File: src/design/scr_pkg.sv
// shared constants and arithmetic helpers for the stereo reverb
`timescale 1ns / 1ps
package scr_pkg;

  // sample and internal word formats
  localparam int SB        = 16;              // Q1.15 sample
  localparam int IW        = 24;              // Q4.20 internal
  localparam int ACC_W     = IW + 4;          // headroom for sums before saturation
  localparam int CW        = 16;              // Q0.16 coefficient
  localparam int TO_INT_SH = (IW - 4) - (SB - 1);

  localparam logic [CW-1:0] Q16_COMB_FB = 16'd55050;
  localparam logic [CW-1:0] Q16_DAMP    = 16'd13107;
  localparam logic [CW-1:0] Q16_UNDAMP  = 16'd52429;
  localparam logic [CW-1:0] Q16_AP_FB   = 16'd32768;
  localparam logic [CW-1:0] Q16_GAIN    = 16'd983;

  // line length scaling
  localparam int RATE_W = 17;
  localparam int TUN_W  = 11;
  localparam int DIV_W  = RATE_W + TUN_W;
  // x / 44100 as floor((x >> 2) * ceil(2^40 / 11025) / 2^40), exact below 2^28
  localparam int RECIP_W  = 27;
  localparam int RECIP_SH = 40;
  localparam logic [RECIP_W-1:0] REF_RATE_RECIP = 27'd99728946;
  localparam logic [RATE_W-1:0] RATE_RESET = 17'd44100;
  localparam int SPREAD = 23;

  localparam logic [TUN_W-1:0] COMB_TUNING [8] = '{
    11'd1116, 11'd1188, 11'd1277, 11'd1356, 11'd1422, 11'd1491, 11'd1557, 11'd1617
  };
  localparam logic [TUN_W-1:0] AP_TUNING [4] = '{11'd556, 11'd441, 11'd341, 11'd225};

  // configuration port
  localparam int CFG_IDX_W = 2;
  localparam logic [CFG_IDX_W-1:0] CFG_SAMPLE_RATE  = 2'd0;
  localparam logic [CFG_IDX_W-1:0] CFG_STEREO_INPUT = 2'd1;

  function automatic logic signed [IW-1:0] sat_int(input logic signed [ACC_W-1:0] v);
    if (&v[ACC_W-1:IW-1] || ~|v[ACC_W-1:IW-1]) begin
      return v[IW-1:0];
    end
    return v[ACC_W-1] ? {1'b1, {(IW-1){1'b0}}} : {1'b0, {(IW-1){1'b1}}};
  endfunction

  // round to sample precision, then clamp
  function automatic logic [SB-1:0] to_smp(input logic signed [IW-1:0] x);
    logic signed [IW:0]              s;
    logic signed [IW-TO_INT_SH:0]    r;
    s = $signed({x[IW-1], x}) + $signed((IW+1)'(1 << (TO_INT_SH - 1)));
    r = s[IW:TO_INT_SH];
    if (&r[IW-TO_INT_SH:SB-1] || ~|r[IW-TO_INT_SH:SB-1]) begin
      return r[SB-1:0];
    end
    return r[IW-TO_INT_SH] ? {1'b1, {(SB-1){1'b0}}} : {1'b0, {(SB-1){1'b1}}};
  endfunction

endpackage

File: src/design/scr_mulq.sv
// shared coefficient multiplier with rounding, result registered
`timescale 1ns / 1ps
module scr_mulq (
  input  logic                          clk_i,
  input  logic signed [scr_pkg::IW-1:0] x_i,
  input  logic [scr_pkg::CW-1:0]        c_i,
  output logic signed [scr_pkg::IW-1:0] p_o
);
  import scr_pkg::*;

  logic signed [IW+CW:0] prod;
  logic signed [IW-1:0]  p_q;

  // floor((x*c + 0.5 lsb) / 2^16), always fits the internal width
  assign prod = x_i * $signed({1'b0, c_i}) + $signed((IW+CW+1)'(1 << (CW - 1)));

  always_ff @(posedge clk_i) begin
    p_q <= prod[CW+IW-1:CW];
  end

  assign p_o = p_q;
endmodule

File: config.mk
export PLATFORM = sky130hd
export DESIGN_NAME = scr_mulq
export DESIGN_NICKNAME = d
export VERILOG_FILES = /design/src/design/scr_pkg.sv /design/src/design/scr_mulq.sv
export SDC_FILE = /design/constraint.sdc
export NUM_CORES = 1
export LEC_CHECK = 0
export ABC_AREA = 1
export BUFFER_PORTS_ARGS = -buffer_cell sky130_fd_sc_hd__clkbuf_2
export CORE_MARGIN = 4
export CORE_UTILIZATION = 43
export DETAILED_ROUTE_END_ITERATION = 16
export PLACE_DENSITY_LB_ADDON = 0.25
export SLEW_MARGIN = 30
export SYNTH_ARGS = -nofsm -noshare
export SYNTH_HDL_FRONTEND = slang
export SYNTH_SLANG_ARGS = --single-unit
export TNS_END_PERCENT = 50
File: constraint.sdc
create_clock -name clk_i -period 5.5 [get_ports clk_i]
set_input_delay 0.275 -clock clk_i [delete_from_list [all_inputs] [get_ports clk_i]]
set_output_delay 0.275 -clock clk_i [all_outputs]
set_load 0.01 [all_outputs]
## Word level (Yosys, flattened, before mapping)

Cells that the tools add are included.
W data, S select, Z words.

- Divide/modulo/power cells: 0
- Bitwise operators: 0
- Reduce and logical (&&, ||, !) cells: 0
- Shift operators: 0
- $lt $le $gt $ge: 0
- Equal/unequal tests: 0
- $add $sub $neg: 1
- Multiplexer cells: 0
- $mul: 1

Operator list:

| cell | count |
|---|---|
| $add A40 B17 Y40 const B | 1 |
| $mul A24 B17 Y40 | 1 |

- Memory bits (read-only): 0
- Output and inout bits: 24
- RAM bits: 0
- Register bits: 24
- Bits in latches: 0
- Word-level logic and storage cells: 3
- Bits of input ports: 41
- Memories: 0

## Depth between registers and ports, before layout

- Depth after elaboration: 2
- Gate-level depth with buffers: 29
- Gate-level depth less buffers: 27

## Worst setup path before layout

Ideal clock, no wire load.

- Path kind: input to register
- From: in x_i[23] (netlist bit)
- To: reg p_q[19], in the netlist p_o[19]
- Arrival: 5.329 ns
- Path buffers: 2
- Path slack: 0.058 ns
- Setup time: 0.112 ns
- Required time: 5.388 ns
- Cell stages on the path: 22
- Cells stage by stage: clkbuf_1 -> clkbuf_1 -> nand2_1 -> fa_1 -> inv_1 -> fa_1 -> inv_1 -> fa_1 -> fa_1 -> inv_1 -> fa_1 -> inv_1 -> fa_1 -> inv_1 -> ha_1 -> nand2_1 -> nor2_1 -> inv_1 -> nor4_1 -> nand2_1 -> nand3_1 -> nand2_1

- Longest elaborated chain between the ends: 2

Ends and longest elaborated chain:

| item | line | text |
|---|---|---|
| start: declaration | scr_mulq.sv:5 | `input logic signed [scr_pkg::IW-1:0] x_i,` |
| $mul A24 B17 Y40 | scr_mulq.sv:15 | `assign prod = x_i * $signed({1'b0, c_i}) + $signed((IW+CW+1)'(1 << (CW - 1)));` |
| $add A40 B17 Y40 | scr_mulq.sv:15 |  |
| via prod[35] | scr_mulq.sv:11 | `logic signed [IW+CW:0] prod;` |
| end signal: assignment | scr_mulq.sv:18 | `p_q <= prod[CW+IW-1:CW];` |
| end: declaration | scr_mulq.sv:12 | `logic signed [IW-1:0] p_q;` |

The timed path passes the listed nets, and every way through them passes these cells.

## Final worst setup path

- From: in x_i[16] (netlist bit)
- To: reg p_q[20], in the netlist p_o[20]

The elaborated chain is that of the path after synthesis.

==> key figures <==
Setup path
  • Crit-path leading delay family: adder cells
  • CP Launch Type: input port
  • WP data required: 5.64 ns
  • Setup CP Type: input port to flop
  • Critical Path Max Stage Delay: ~0.56 ns
  • CP Max Fanout: 8
  • Crit end category: flop
  • Critical path's slowest cell: fa_1
  • Worst EP arrival: about 5.4 ns
  • Crit path buf inv count: 6
  • Crit-path cells: clkbuf_2 > nand2_1 > inv_1 > fa_1 > inv_1 > fa_1 > fa_1 > inv_1 > fa_1 > fa_1 > inv_1 > fa_1 > inv_1 > ha_1 > a21oi_2 > a21boi_1 > nand2_1 > a21oi_1 > nand2_2 > nand2_1 > nand2_1 > nand2_1 > nand2_1

Synth
  • Compound-Gate Fraction of Synth Area: 0.0290
  • Distinct cells, synth: 32
  • Synth Net Count: 2621
  • Synth Cell Area: about 16000 µm²
  • Syn Area/Cell: about 7.5 µm²
  • Top FF cell, synth: dfxtp_1
  • XOR/XNOR Fraction of Synth Area: 0.0123
  • Adder-cell share of the synthesized area: 0.566
  • Post-synthesis async set-or-reset flop share: 0
  • Simple-Gate Fraction of Synth Area: 0.159
  • Largest family of logic cells by synthesized area: adder cells
  • Mux contribution to synthesized area: 0
  • Seq/Total Area, Yosys: 0.0307
  • Synth warnings: 0
  • EDFF count, synth: 0
  • Register bit total from synthesis: 24
  • Mapped Cells: ~2100

Global route
  • Gr ovfl total: 0
  • Largest net degree at the start of global routing: 25
  • First-pass GRT wire length: 66800 µm
  • Initial antenna violation count: 0
  • Vias in the first global route: around 14000
  • Global Route Usage Sum: 0.207

Clock tree
  • Clock-pin slew on the worst setup and hold paths: around 0.060 ns
  • Clock H-tree levels: 1
  • Clk buf depth: 2
  • CTS root buffer: clkbuf_16
  • Hold buffer count at CTS: 0
  • Clock Sinks: 24
  • Total CTS buffers: 3
  • TritonCTS clock tree: built

Die
  • Core Area: 35700 µm²
  • Die area: a little under 40000 µm²
  • Starting density of the core: 0.438
  • Core Rows: slightly below 70
  • I/O pin count: 65
  • Die width: around 200 µm
  • Die H: 199 µm

Placed design
  • Hpwl dp: 35200 µm
  • Number of buffers added on ports: 64
  • GP Congestion: 0.862
  • Area of placed instances: 17400 µm²

Layout
  • Max FFs per register: 24
  • # fillers: between 3000 and 4000
  • Fin area: approximately 18000 µm²
  • NumNets Final: around 2800
  • Core Util, Final: 0.494
  • Area Growth Syn to Fin: 12.7%
  • Register Area: 480 µm²
  • Multi-input logic area: 12100 µm²
  • Layout cells sized above 1: 0.116

Route
  • DRT iter0 DRCs: between 500 and 600
  • Routed Wire Length: about 38000 µm
  • Number of remaining DRC errors: 0
  • Detail Route Antenna Nets: 0
  • Via density: around 4.6
  • DR pass1 iterations: 5
  • Per-cell routed wire length: approximately 14 µm
  • Via count: roughly 12000

STA
  • Slew margin rel.: 0.687
  • Fin crit share: 0.952
  • Post-layout min period: between 5 and 6 ns
  • Measured slew at the worst slew-check pin: 0.469 ns
  • RSZ-0062 raised after global routing: no
  • Final max-slew violation count: 0
  • Final Hold Fails: 0
  • Fmax: roughly 190 MHz
  • Final Setup Violations: 0

Run status
  • Status: completed

Flow run
  • Max-Cap Viols: 0

Hold path
  • Hold Crit Class: flop to output pin
[synth_stat cells, types with 3 or more instances]
library cell	count	area (µm²)
and3_1	3	18.8
inv_1	762	2860
nand4_1	3	18.8
nand3_1	25	125
nor2_2	5	31.3
nor3_1	5	25.0
nand2_1	525	1970
o21bai_1	6	45.0
nor2_1	57	214
o21ai_1	5	25.0
clkbuf_1	78	293
ha_1	115	1440
xnor2_1	8	70.1
a21oi_1	38	190
a21o_1	6	45.0
xor2_1	14	123
fa_1	371	7430
o21ai_0	16	80.1
nand2_2	7	43.8
inv_2	7	26.3
dfxtp_1	24	480
[layout by cell type, fill, tap and decap left out, types with 5 or more instances in the layout]
master	instances
a21o_1	6
a21oi_1	32
a21oi_2	8
buf_12	9
buf_2	7
buf_4	135
clkbuf_2	48
clkbuf_4	5
dfxtp_1	24
fa_1	369
ha_1	113
inv_1	761
inv_2	8
nand2_1	520
nand2_2	12
nand3_1	25
nor2_1	53
nor2_2	8
o21ai_0	12
o21ai_1	9
o21bai_1	5
xnor2_1	8
xor2_1	13
[routing by layer]
metal	GRT usage	part of all wire	wire length [µm]	vias to the layer above
met2	0.396	0.53	20400	212
met3	0.0102	0.030	1160	47
met4	0.0339	0.019	721	0
met5	0	0	0	-
li1	-	-	-	5969
met1	0.264	0.42	16100	6127
[repair_timing]
| item | CTS | global route |
|---|---|---|
| buffers inserted | 0 | 1 |
| pin swaps | 0 | 3 |
| resized for setup | 2 | 57 |
| endpoints found under the setup margin | 3 | 22 |
[final cells by class]
class | instances | share of cell area
clock buffer | 3 | 0.00425
inverter | 769 | 0.164
antenna | 1 | 0.000142
timing repair buffer | 206 | 0.0866
multi-input combinational | 1223 | 0.686
tap | 461 | 0.0327
sequential | 24 | 0.0272
[through the flow]
step	hold slack [ns]	cells	TNS, ns	setup WS (ns)
after floorplan	0.579	2094	0	0.0584
after global placement	0.664	2682	-2.63	-0.249
after detailed placement	0.665	2682	-3.27	-0.279
after CTS	0.938	2685	0	0.0214
after global routing	0.955	2686	0	0.00363
final	0.928	2687	0	0.262
[logic make-up (layout without fill, tap and decap cells)]
family / count (synthesis) / after routing
buffers and inverters: 847 / 978
DFF: 24 / 24
AOI/OAI and AO/OA: 80 / 80
and+or+nand+nor: 635 / 635
adders and majority gates: 486 / 486
other: 0 / 1
xor gates and xnor gates: 22 / 22
[path summary, 6_finish.rpt]
kind / endpoint / slack, ns / depth (start not counted) / start
setup / recovery: p_o[20] / 0.26 / 23 / x_i[16]
hold / removal: p_o[9] / 0.93 / 1 / p_o[9]
Power is not shown: default switching activity piles up to over one toggle a cycle in this logic, so the estimate is an artifact.
