`src/design/scr_pkg.sv`:
```
// shared constants and arithmetic helpers for the stereo reverb
`timescale 1ns / 1ps
package scr_pkg;

  // sample and internal word formats
  localparam int SB        = 16;              // Q1.15 sample
  localparam int IW        = 24;              // Q4.20 internal
  localparam int ACC_W     = IW + 4;          // headroom for sums before saturation
  localparam int CW        = 16;              // Q0.16 coefficient
  localparam int TO_INT_SH = (IW - 4) - (SB - 1);

  localparam logic [CW-1:0] Q16_COMB_FB = 16'd55050;
  localparam logic [CW-1:0] Q16_DAMP    = 16'd13107;
  localparam logic [CW-1:0] Q16_UNDAMP  = 16'd52429;
  localparam logic [CW-1:0] Q16_AP_FB   = 16'd32768;
  localparam logic [CW-1:0] Q16_GAIN    = 16'd983;

  // line length scaling
  localparam int RATE_W = 17;
  localparam int TUN_W  = 11;
  localparam int DIV_W  = RATE_W + TUN_W;
  // x / 44100 as floor((x >> 2) * ceil(2^40 / 11025) / 2^40), exact below 2^28
  localparam int RECIP_W  = 27;
  localparam int RECIP_SH = 40;
  localparam logic [RECIP_W-1:0] REF_RATE_RECIP = 27'd99728946;
  localparam logic [RATE_W-1:0] RATE_RESET = 17'd44100;
  localparam int SPREAD = 23;

  localparam logic [TUN_W-1:0] COMB_TUNING [8] = '{
    11'd1116, 11'd1188, 11'd1277, 11'd1356, 11'd1422, 11'd1491, 11'd1557, 11'd1617
  };
  localparam logic [TUN_W-1:0] AP_TUNING [4] = '{11'd556, 11'd441, 11'd341, 11'd225};

  // configuration port
  localparam int CFG_IDX_W = 2;
  localparam logic [CFG_IDX_W-1:0] CFG_SAMPLE_RATE  = 2'd0;
  localparam logic [CFG_IDX_W-1:0] CFG_STEREO_INPUT = 2'd1;

  function automatic logic signed [IW-1:0] sat_int(input logic signed [ACC_W-1:0] v);
    if (&v[ACC_W-1:IW-1] || ~|v[ACC_W-1:IW-1]) begin
      return v[IW-1:0];
    end
    return v[ACC_W-1] ? {1'b1, {(IW-1){1'b0}}} : {1'b0, {(IW-1){1'b1}}};
  endfunction

  // round to sample precision, then clamp
  function automatic logic [SB-1:0] to_smp(input logic signed [IW-1:0] x);
    logic signed [IW:0]              s;
    logic signed [IW-TO_INT_SH:0]    r;
    s = $signed({x[IW-1], x}) + $signed((IW+1)'(1 << (TO_INT_SH - 1)));
    r = s[IW:TO_INT_SH];
    if (&r[IW-TO_INT_SH:SB-1] || ~|r[IW-TO_INT_SH:SB-1]) begin
      return r[SB-1:0];
    end
    return r[IW-TO_INT_SH] ? {1'b1, {(SB-1){1'b0}}} : {1'b0, {(SB-1){1'b1}}};
  endfunction

endpackage

```
`src/design/scr_div.sv`:
```
// division by the reference rate through a reciprocal multiply, with the operand and the quotient registered
`timescale 1ns / 1ps
module scr_div (
  input  logic                       clk_i,
  input  logic                       rst_ni,
  input  logic                       start_i,
  input  logic [scr_pkg::DIV_W-1:0]  dividend_i,
  output logic                       done_o,
  output logic [scr_pkg::DIV_W-1:0]  quo_o
);
  import scr_pkg::*;

  localparam int N_W    = DIV_W - 2;
  localparam int PROD_W = N_W + RECIP_W;

  logic [N_W-1:0]    n_q;
  logic              pend_q;
  logic              done_q;
  logic [DIV_W-1:0]  quo_q;
  logic [PROD_W-1:0] prod;

  // the two low bits drop out since 44100 = 4 * 11025
  assign prod = PROD_W'(n_q) * PROD_W'(REF_RATE_RECIP);

  always_ff @(posedge clk_i or negedge rst_ni) begin
    if (!rst_ni) begin
      pend_q <= 1'b0;
      done_q <= 1'b0;
    end else begin
      pend_q <= start_i;
      done_q <= pend_q;
    end
  end

  always_ff @(posedge clk_i) begin
    if (start_i) begin
      n_q <= dividend_i[DIV_W-1:2];
    end
    if (pend_q) begin
      quo_q <= DIV_W'(prod[PROD_W-1:RECIP_SH]);
    end
  end

  assign done_o = done_q;
  assign quo_o  = quo_q;
endmodule

```
`config.mk`:
```
export PLATFORM = sky130hd
export DESIGN_NAME = scr_div
export DESIGN_NICKNAME = d
export VERILOG_FILES = /design/src/design/scr_pkg.sv /design/src/design/scr_div.sv
export SDC_FILE = /design/constraint.sdc
export NUM_CORES = 1
export LEC_CHECK = 0
export BUFFER_PORTS_ARGS = -buffer_cell sky130_fd_sc_hd__buf_2
export CORE_ASPECT_RATIO = 1.25
export CORE_MARGIN = 10
export CORE_UTILIZATION = 65
export DETAILED_ROUTE_END_ITERATION = 16
export PLACE_DENSITY = 0.92
export SLEW_MARGIN = 20
export SYNTH_ARGS = -nofsm -noshare
export SYNTH_HDL_FRONTEND = slang
export SYNTH_SLANG_ARGS = --single-unit
```
`constraint.sdc`:
```
create_clock -name clk_i -period 17.6 [get_ports clk_i]
set_input_delay 0.88 -clock clk_i [delete_from_list [all_inputs] [get_ports clk_i]]
set_output_delay 0.88 -clock clk_i [all_outputs]
set_load 0.005 [all_outputs]
```
After elaboration in Yosys (flattened, before gate mapping)
Cells that the tools add are included.
W data, S select, Z words.

word-level totals
  memory bits (read-only) = 0
  memories kept = 0
  bits in latches = 0
  memory bits (writable) = 0
  bits of input ports = 31
  word-level logic and storage cells = 5
  output and inout bits = 29
  register bits = 41

operators by class
  bitwise operators = 0
  multiplexer cells = 0
  divide/modulo/power cells = 0
  shift-type cells = 0
  equality and inequality tests = 0
  order comparisons = 0
  add/sub/neg operators = 0
  reduce and logical (&&, ||, !) cells = 0
  multipliers = 1

operators with widths
  cell                      number
  $mul A26 B26 Y52 const B  1

Longest topological paths before layout
Gate-level depths: netlist (run 1).

  depth after elaboration = 1
  mapped depth = 22
  gate-level depth less buffers = 22

Worst setup path before layout (run 1)
Ideal clock, no wire load.

  kind = register -> register
  start = register n_q[15]
  end = register quo_q[6], in the netlist quo_o[6], data pin
  data arrival time = 5852 ps
  slack = 11487 ps
  stages on the path, launching flop included = 21
  clock period less this slack = 6113 ps
  setup time = 260 ps
  path through = edfxtp_1 -> fa_1 -> inv_1 -> fa_1 -> inv_1 -> fa_1 -> inv_1 -> fa_1 -> inv_1 -> fa_1 -> fa_1 -> inv_1 -> fa_1 -> inv_1 -> ha_1 -> nand3_4 -> nor4_2 -> nand3_1 -> or3b_1 -> a22o_1 -> xnor2_1

on the way
  word-level cells in the longest chain between the ends = 1

ends and longest elaborated chain
  element                 RTL line       text
  start, declared         scr_div.sv:16  logic [N_W-1:0] n_q;
  start signal, assigned  scr_div.sv:37  n_q <= dividend_i[DIV_W-1:2];
  $mul A26 B26 Y52        scr_div.sv:23  assign prod = PROD_W'(n_q) * PROD_W'(REF_RATE_RECIP);
  net prod[46]            scr_div.sv:20  logic [PROD_W-1:0] prod;
  end signal, assigned    scr_div.sv:40  quo_q <= DIV_W'(prod[PROD_W-1:RECIP_SH]);
  end, declared           scr_div.sv:19  logic [DIV_W-1:0] quo_q;

The timed path passes the listed nets, and every way through them passes these cells.
A chain may end at the register's enable or synchronous reset.

Worst setup path in the final report (run 1)
  start = register n_q[13]
  end = register quo_q[10], in the netlist quo_o[10], data pin

Same word-level chain as after synthesis.

==> flow_metrics.env, run 1 <==
export IMPL_status="completed"
export IMPL_max_clock_freq_mhz=145
export IMPL_chipWidth_um=151
export IMPL_layout_area_overhead_vs_synth_pct=4.44
export IMPL_post_synth_cell_area_avg_um2=10.3
export IMPL_r2r_setup_slack_ps=10710
export IMPL_multi_input_comb_area_um2=10900
export IMPL_final_min_period_over_clock_period_pct=39.2
export IMPL_unrepaired_setup_endpoints_after_global_routing="false"
export IMPL_worst_pin_slew_ps=689
export IMPL_fp_row_count=59
export IMPL_worstRegToRegCells=21
export IMPL_yosysSeqAreaShare_pct=8.73
export IMPL_ctsResizeCount=0
export IMPL_criticalPathCategory="reg -> reg"
export IMPL_drive_above_1_share_pct=4.70
export IMPL_cp_startpoint="n_q[13]$_DFFE_PP_"
export IMPL_die_y_um=184
export IMPL_final_fill_count=1502
export IMPL_detail_route_first_pass_iterations=6
export IMPL_largest_net_degree_at_the_start_of_global_routing=28
export IMPL_finalWorstPathRequiredPeriod_ps=6890
export IMPL_post_cts_repair_setup_buffers=0
export IMPL_synth_edff_count=39
export IMPL_postSynthCellCount=1359
export IMPL_synthDistinctLibCells=58
export IMPL_synth_warnings=0
export IMPL_critical_path_reg2reg_startpoint="n_q[13]$_DFFE_PP_"
export IMPL_cts_inserted_buffers=5
export IMPL_final_wl_um=35400
export IMPL_cp_arrival_ps=6930
export IMPL_first_iteration_detailed_routing_drc_count=700
export IMPL_slew_headroom_pct=54.1
export IMPL_final_hold_violation_count=0
export IMPL_worstSetupEndpoint="quo_o[10]$_DFFE_PP_"
export IMPL_cts_root_to_sink_buffers=2
export IMPL_cts_sink_count=41
export IMPL_ys_top_cells_by_count="471 x inv_1, 286 x fa_1, 279 x ha_1"
export IMPL_track_usage_pct=26.8
export IMPL_final_cell_count_no_fill=1678
export IMPL_yosys_top_cells_area="fa_1 41%, ha_1 25%, inv_1 13%, edfxtp_1 8.4%, a21oi_1 1.7%"
export IMPL_postCtsHoldBufs=0
export IMPL_path_max_fanout=9
export IMPL_synth_most_common_cell="inv_1"
export IMPL_grt_busiest_layer="met2"
export IMPL_syn_area_um2=14000
export IMPL_floorplan_io_pins=60
export IMPL_use_met1_pct=30.1
export IMPL_tritoncts="built"
export IMPL_crit_reg2reg_capture="quo_o[10]$_DFFE_PP_"
export IMPL_gp_routability_congestion=1.03
export IMPL_synth_top_flop_cell="edfxtp_1"
export IMPL_final_worst_clock_skew_ps=15.3
export IMPL_met2_usage_pct=46.8
export IMPL_netlist_top_cell_by_area="fa_1"
export IMPL_die_area_um2=27800
export IMPL_async_reset_ff_share_pct=4.88
export IMPL_via_count_normalized_by_instance_count=5.76
export IMPL_setup_tns_final_ps=0
export IMPL_core_area_um2=21000
export IMPL_grt_antenna_before_repair=0
export IMPL_holdCritPathClass="in -> async"
export IMPL_worstSetupEndpointType="flip-flop"
export IMPL_final_setup_violation_count=0
export IMPL_cp_start_kind="flip-flop"
export IMPL_global_routing_usage_on_met3_pct=3.50
export IMPL_grt_pass1_wl_um=56400
export IMPL_num_nets_final=1999
export IMPL_wire_per_inst_um=21.1
export IMPL_routed_via_count=9662
export IMPL_numPortBuffers=42
export IMPL_initial_core_util_pct=66.7
export IMPL_final_max_slew_violation_count=0
export IMPL_placed_cells_incl_taps=1670
export IMPL_area_sequential_um2=1220
export IMPL_synth_register_bits=41
export IMPL_clk_latency_ps=310
export IMPL_grt_ovfl_total=0
export IMPL_post_dp_hpwl_um=31000
export IMPL_ant_nets=0
export IMPL_cts_root_buffer="clkbuf_16"
export IMPL_number_of_remaining_drc_errors=0
export IMPL_ctsHtreeMaxLevel=2
export IMPL_synth_largest_type_area_fraction_pct=40.9
export IMPL_crit_required_ps=17630
export IMPL_antenna_cells=0
export IMPL_timing_max_cap_violations=0
export IMPL_clk_pin_slew_worst_paths_ps=70
export IMPL_first_global_vias=10900
[cells in the final DEF (no fill, tap or decap), drive strengths merged, types with 15 or more instances in the layout]
cell / synthesis / layout
a21o: 19 / 19
a21oi: 47 / 47
buf: 15 / 42
conb: 1 / 15
edfxtp: 39 / 39
fa: 286 / 286
ha: 279 / 279
inv: 471 / 471
nand2: 30 / 30
nor2: 22 / 22
o21ai: 24 / 24
[metal layers]
metal	part of all wire (%)	wire length [um]
met3	5.3	1870
met2	52	18600
met5	0	0
met1	35	12400
met4	7.2	2530
[worst min path at each step]
stage,from,end,slack (ps),depth (start not counted)
global placement,rst_ni,pend_q$_DFF_PN0_,660,1
finish,rst_ni,done_o$_DFF_PN0_,340,1
CTS,rst_ni,done_o$_DFF_PN0_,340,1
detailed placement,rst_ni,done_o$_DFF_PN0_,670,1
floorplan,rst_ni,done_o$_DFF_PN0_,580,0
global route,rst_ni,done_o$_DFF_PN0_,340,1
[kinds of logic after synthesis]
| logic type | share of synthesized area (%) |
|---|---|
| and+or+nand+nor | 3.81 |
| other | 0.0268 |
| buffers and inverters | 13.6 |
| xor gates and xnor gates | 1.44 |
| DFF | 8.73 |
| adders and majority gates | 65.9 |
| AOI/OAI and AO/OA | 6.53 |
[per-stage QoR]
stage | utilization (%) | hold slack [ps] | cell area (um^2) | worst slack (ps)
after floorplan | - | 584 | 14000 | 11490
after global placement | 69.0 | 665 | 14500 | 10900
after detailed placement | 69.0 | 670 | 14500 | 10790
after CTS | 69.7 | 341 | 14600 | 10780
after global routing | 69.7 | 341 | 14600 | 10420
final | 69.7 | 341 | 14600 | 10710
[cell type report]
type | count | share of cell area, %
clock inverters | 3 | 0.120
flip-flops and latches | 41 | 8.36
inverters | 471 | 12.1
clock buffers | 5 | 0.857
repair buffers | 42 | 1.44
multi-input cells | 842 | 74.8
well taps | 274 | 2.35
[registers in the layout (all words and copies together) (netlist names)]
register  flops
n_q          26
done_o        1
quo_o        13
pend_q        1
[critical path, stage by stage (launching register included)]
cell	delay [ps]
edfxtp_1	680
fa_1	640
inv_1	90
fa_1	490
inv_1	50
fa_1	520
inv_1	70
fa_1	510
inv_1	70
fa_1	450
fa_1	520
inv_1	60
fa_1	490
inv_1	50
ha_1	310
a21oi_1	210
o21ai_0	130
a211oi_1	270
o2111ai_1	170
o21bai_1	230
a2111oi_0	460
nor3_1	140
Power of run 1 is left out: the tool's default activity adds up to more than one toggle a clock period on the data nets, which glitch-free logic cannot reach.
==> run 2: changes to the inputs <==
ABC_AREA = 1   (was default)
clock period = 6.5 ns   (was 17.6 ns; I/O delays follow)
==> run 2 against run 1 <==
Compared with the run above:
- largest cell class unchanged
- highest routed layer unchanged
- synthesized cell count grew 32%
- cell area grew 11%
- worst hold slack lost 160 ps
- wire length grew 9.8%
- clock skew shrank 6.2 ps
- final cell count grew 29%
==> flow_metrics.env, run 2 <==
export IMPL_synth_edff_count=39
export IMPL_postLayoutCoreUtil_pct=70.4
export IMPL_synth_warnings=0
export IMPL_clk_latency_ps=310
export IMPL_via_count_normalized_by_instance_count=5.21
export IMPL_final_max_slew_violation_count=0
export IMPL_largest_net_degree_at_the_start_of_global_routing=28
export IMPL_final_wl_um=38900
export IMPL_largest_register="n_q"
export IMPL_criticalPathCategory="reg -> reg"
export IMPL_final_hold_violation_count=0
export IMPL_ant_nets=0
export IMPL_final_fill_count=1783
export IMPL_final_common_cell="inv_1"
export IMPL_status="completed"
export IMPL_first_iteration_detailed_routing_drc_count=784
export IMPL_antenna_cells=0
export IMPL_initial_core_util_pct=66.2
export IMPL_finalWorstPathRequiredPeriod_ps=6280
export IMPL_slew_headroom_pct=50.4
export IMPL_cts_inserted_buffers=5
export IMPL_layout_area_overhead_vs_synth_pct=6.28
export IMPL_grt_pass1_wl_um=61600
export IMPL_floorplan_io_pins=60
export IMPL_r2r_setup_slack_ps=220
export IMPL_final_cell_mix="639 x inv_1, 340 x nand2_1, 286 x fa_1, 279 x ha_1, 55 x nor2_1"
export IMPL_path_max_fanout=5
export IMPL_drive_above_1_share_pct=6.01
export IMPL_postSynthCellCount=1799
export IMPL_cp_start_kind="flip-flop"
export IMPL_synth_most_common_cell="inv_1"
export IMPL_yosys_top_cells_area="fa_1 37%, ha_1 23%, inv_1 16%, nand2_1 8.3%, edfxtp_1 7.6%"
export IMPL_synth_register_bits=41
export IMPL_max_clock_freq_mhz=159
export IMPL_synth_largest_type_area_fraction_pct=37.4
export IMPL_core_area_um2=23100
export IMPL_clk_pin_slew_worst_paths_ps=70
export IMPL_fp_row_count=62
export IMPL_syn_area_um2=15300
export IMPL_crit_required_ps=6580
export IMPL_cts_root_buffer="clkbuf_16"
export IMPL_timing_max_cap_violations=0
export IMPL_postLayoutSetupSlackWorst_ps=221
export IMPL_post_dp_hpwl_um=34900
export IMPL_first_global_vias=12200
export IMPL_max_stage_delay_cell_worst_path="edfxtp_1"
export IMPL_numPortBuffers=42
export IMPL_ctsHtreeMaxLevel=2
export IMPL_final_worst_clock_skew_ps=9.10
export IMPL_yosysSeqAreaShare_pct=7.97
export IMPL_preCtsSetupSlack_ps=237
export IMPL_final_setup_violation_count=0
export IMPL_gp_routability_congestion=1.04
export IMPL_die_y_um=192
export IMPL_tritoncts="built"
export IMPL_post_synth_cell_area_avg_um2=8.51
export IMPL_synth_top_flop_cell="edfxtp_1"
export IMPL_final_min_period_over_clock_period_pct=96.6
export IMPL_largest_register_ffs=26
export IMPL_ctsResizeCount=0
export IMPL_number_of_remaining_drc_errors=0
export IMPL_chipWidth_um=157
export IMPL_timing_critical_path_cells="buf_4 > fa_1 > inv_1 > fa_1 > inv_1 > fa_1 > fa_1 > fa_1 > fa_1 > inv_1 > fa_1 > inv_1 > ha_1 > nand2_1 > nor2_2 > nand2_1 > nor2_4 > nand2_1 > nor2_1 > nor2_1 > nand4_1 > nand2_1"
export IMPL_critical_path_top_delay_family="adder cells"
export IMPL_wire_per_inst_um=17.9
export IMPL_track_usage_pct=26.9
export IMPL_grt_antenna_before_repair=0
export IMPL_critical_path_top_cell_by_count="fa_1"
export IMPL_synthDistinctLibCells=29
export IMPL_netlist_top_cell_by_area="fa_1"
export IMPL_ys_top_cells_by_count="639 x inv_1, 340 x nand2_1, 286 x fa_1"
export IMPL_async_reset_ff_share_pct=4.88
export IMPL_cts_sink_count=41
export IMPL_slowest_delay_ps=560
export IMPL_grt_ovfl_total=0
export IMPL_routed_via_count=11300
export IMPL_detail_route_first_pass_iterations=8
export IMPL_cts_root_to_sink_buffers=2
export IMPL_cp_arrival_ps=6360
export IMPL_worstSetupEndpointType="flip-flop"
export IMPL_worst_pin_slew_ps=744
export IMPL_crit_buf_inv=5
export IMPL_num_nets_final=2476
export IMPL_holdCritPathClass="in -> reg"
export IMPL_die_area_um2=30100
run 2: cell count changes in the layout (fill, tap and decap cells not counted), sizes merged, moves of 19 or more:
cell,previous run,this run
nor2,22,69
nand2,30,348
o21ai,24,4
a21oi,47,28
inv,471,643
buf,42,74
run 2: area by class of cell:
| class | instances | area (um^2) | share of cell area, % |
|---|---|---|---|
| tap | 288 | 360 | 2.21 |
| timing repair buffer | 75 | 485 | 2.98 |
| sequential | 41 | 1220 | 7.50 |
| clock buffer | 6 | 139 | 0.853 |
| multi-input combinational | 1114 | 11600 | 71.4 |
| inverter | 643 | 2410 | 14.8 |
| clock inverter | 2 | 37.5 | 0.231 |
run 2: cells by family (layout without fill, tap and decap cells):
| group | after synthesis | count (layout) | share of synthesized area (%) |
|---|---|---|---|
| buffers and inverters | 658 | 726 | 16.5 |
| and+or+nand+nor | 481 | 481 | 13.2 |
| adders and majority gates | 565 | 565 | 60.2 |
| DFF | 41 | 41 | 7.97 |
| xor gates and xnor gates | 11 | 11 | 0.629 |
| other | 1 | 15 | 0.0245 |
| AOI/OAI and AO/OA | 42 | 42 | 1.54 |
run 2: worst paths after layout:
| kind | endpoint | cells past startpoint | from |
|---|---|---|---|
| min reg2reg | done_o$_DFF_PN0_ | 0 | pend_q$_DFF_PN0_ |
| max | quo_o[4]$_DFFE_PP_ | 22 | n_q[10]$_DFFE_PP_ |
| max reg2reg | quo_o[4]$_DFFE_PP_ | 22 | n_q[10]$_DFFE_PP_ |
| max in group asynchronous | pend_q$_DFF_PN0_ | 2 | rst_ni |
| min in group asynchronous | done_o$_DFF_PN0_ | 2 | rst_ni |
| min | n_q[11]$_DFFE_PP_ | 1 | dividend_i[13] |
run 2: per-stage QoR:
stage               TNS (ps)  hold WS [ps]  std cells  area (um^2)
floorplan                  0          29.4       1813        15400
global placement           0           109       2142        15900
detailed placement         0           112       2142        15900
CTS                        0           172       2151        16100
global route           -66.1           174       2169        16300
finish                     0           181       2169        16300
run 2: what timing repair did:
item	CTS	global route
endpoints found under the setup margin	0	4
hold endpoints to repair	2	0
hold buffers	1	0
setup buffers	0	18
run 2: worst reg2reg max path, delay by kind of cell (launching register included):
| family | cells | cell delay (ps) |
|---|---|---|
| adders and majority gates | 8 | 3920 |
| DFF | 1 | 560 |
| and+or+nand+nor | 9 | 1080 |
| buffers and inverters | 5 | 500 |
run 2: routing by layer:
| metal | vias to the layer above | part of all wire, % | track usage, % | routed length [um] |
|---|---|---|---|---|
| li1 | 5348 | - | - | - |
| met1 | 5442 | 36 | 30.4 | 14100 |
| met2 | 401 | 52 | 47.9 | 20300 |
| met3 | 105 | 6.0 | 3.89 | 2340 |
| met4 | 0 | 5.5 | 14.6 | 2150 |
| met5 | - | 0 | 0 | 0 |
Power of run 2 is left out for the same reason.
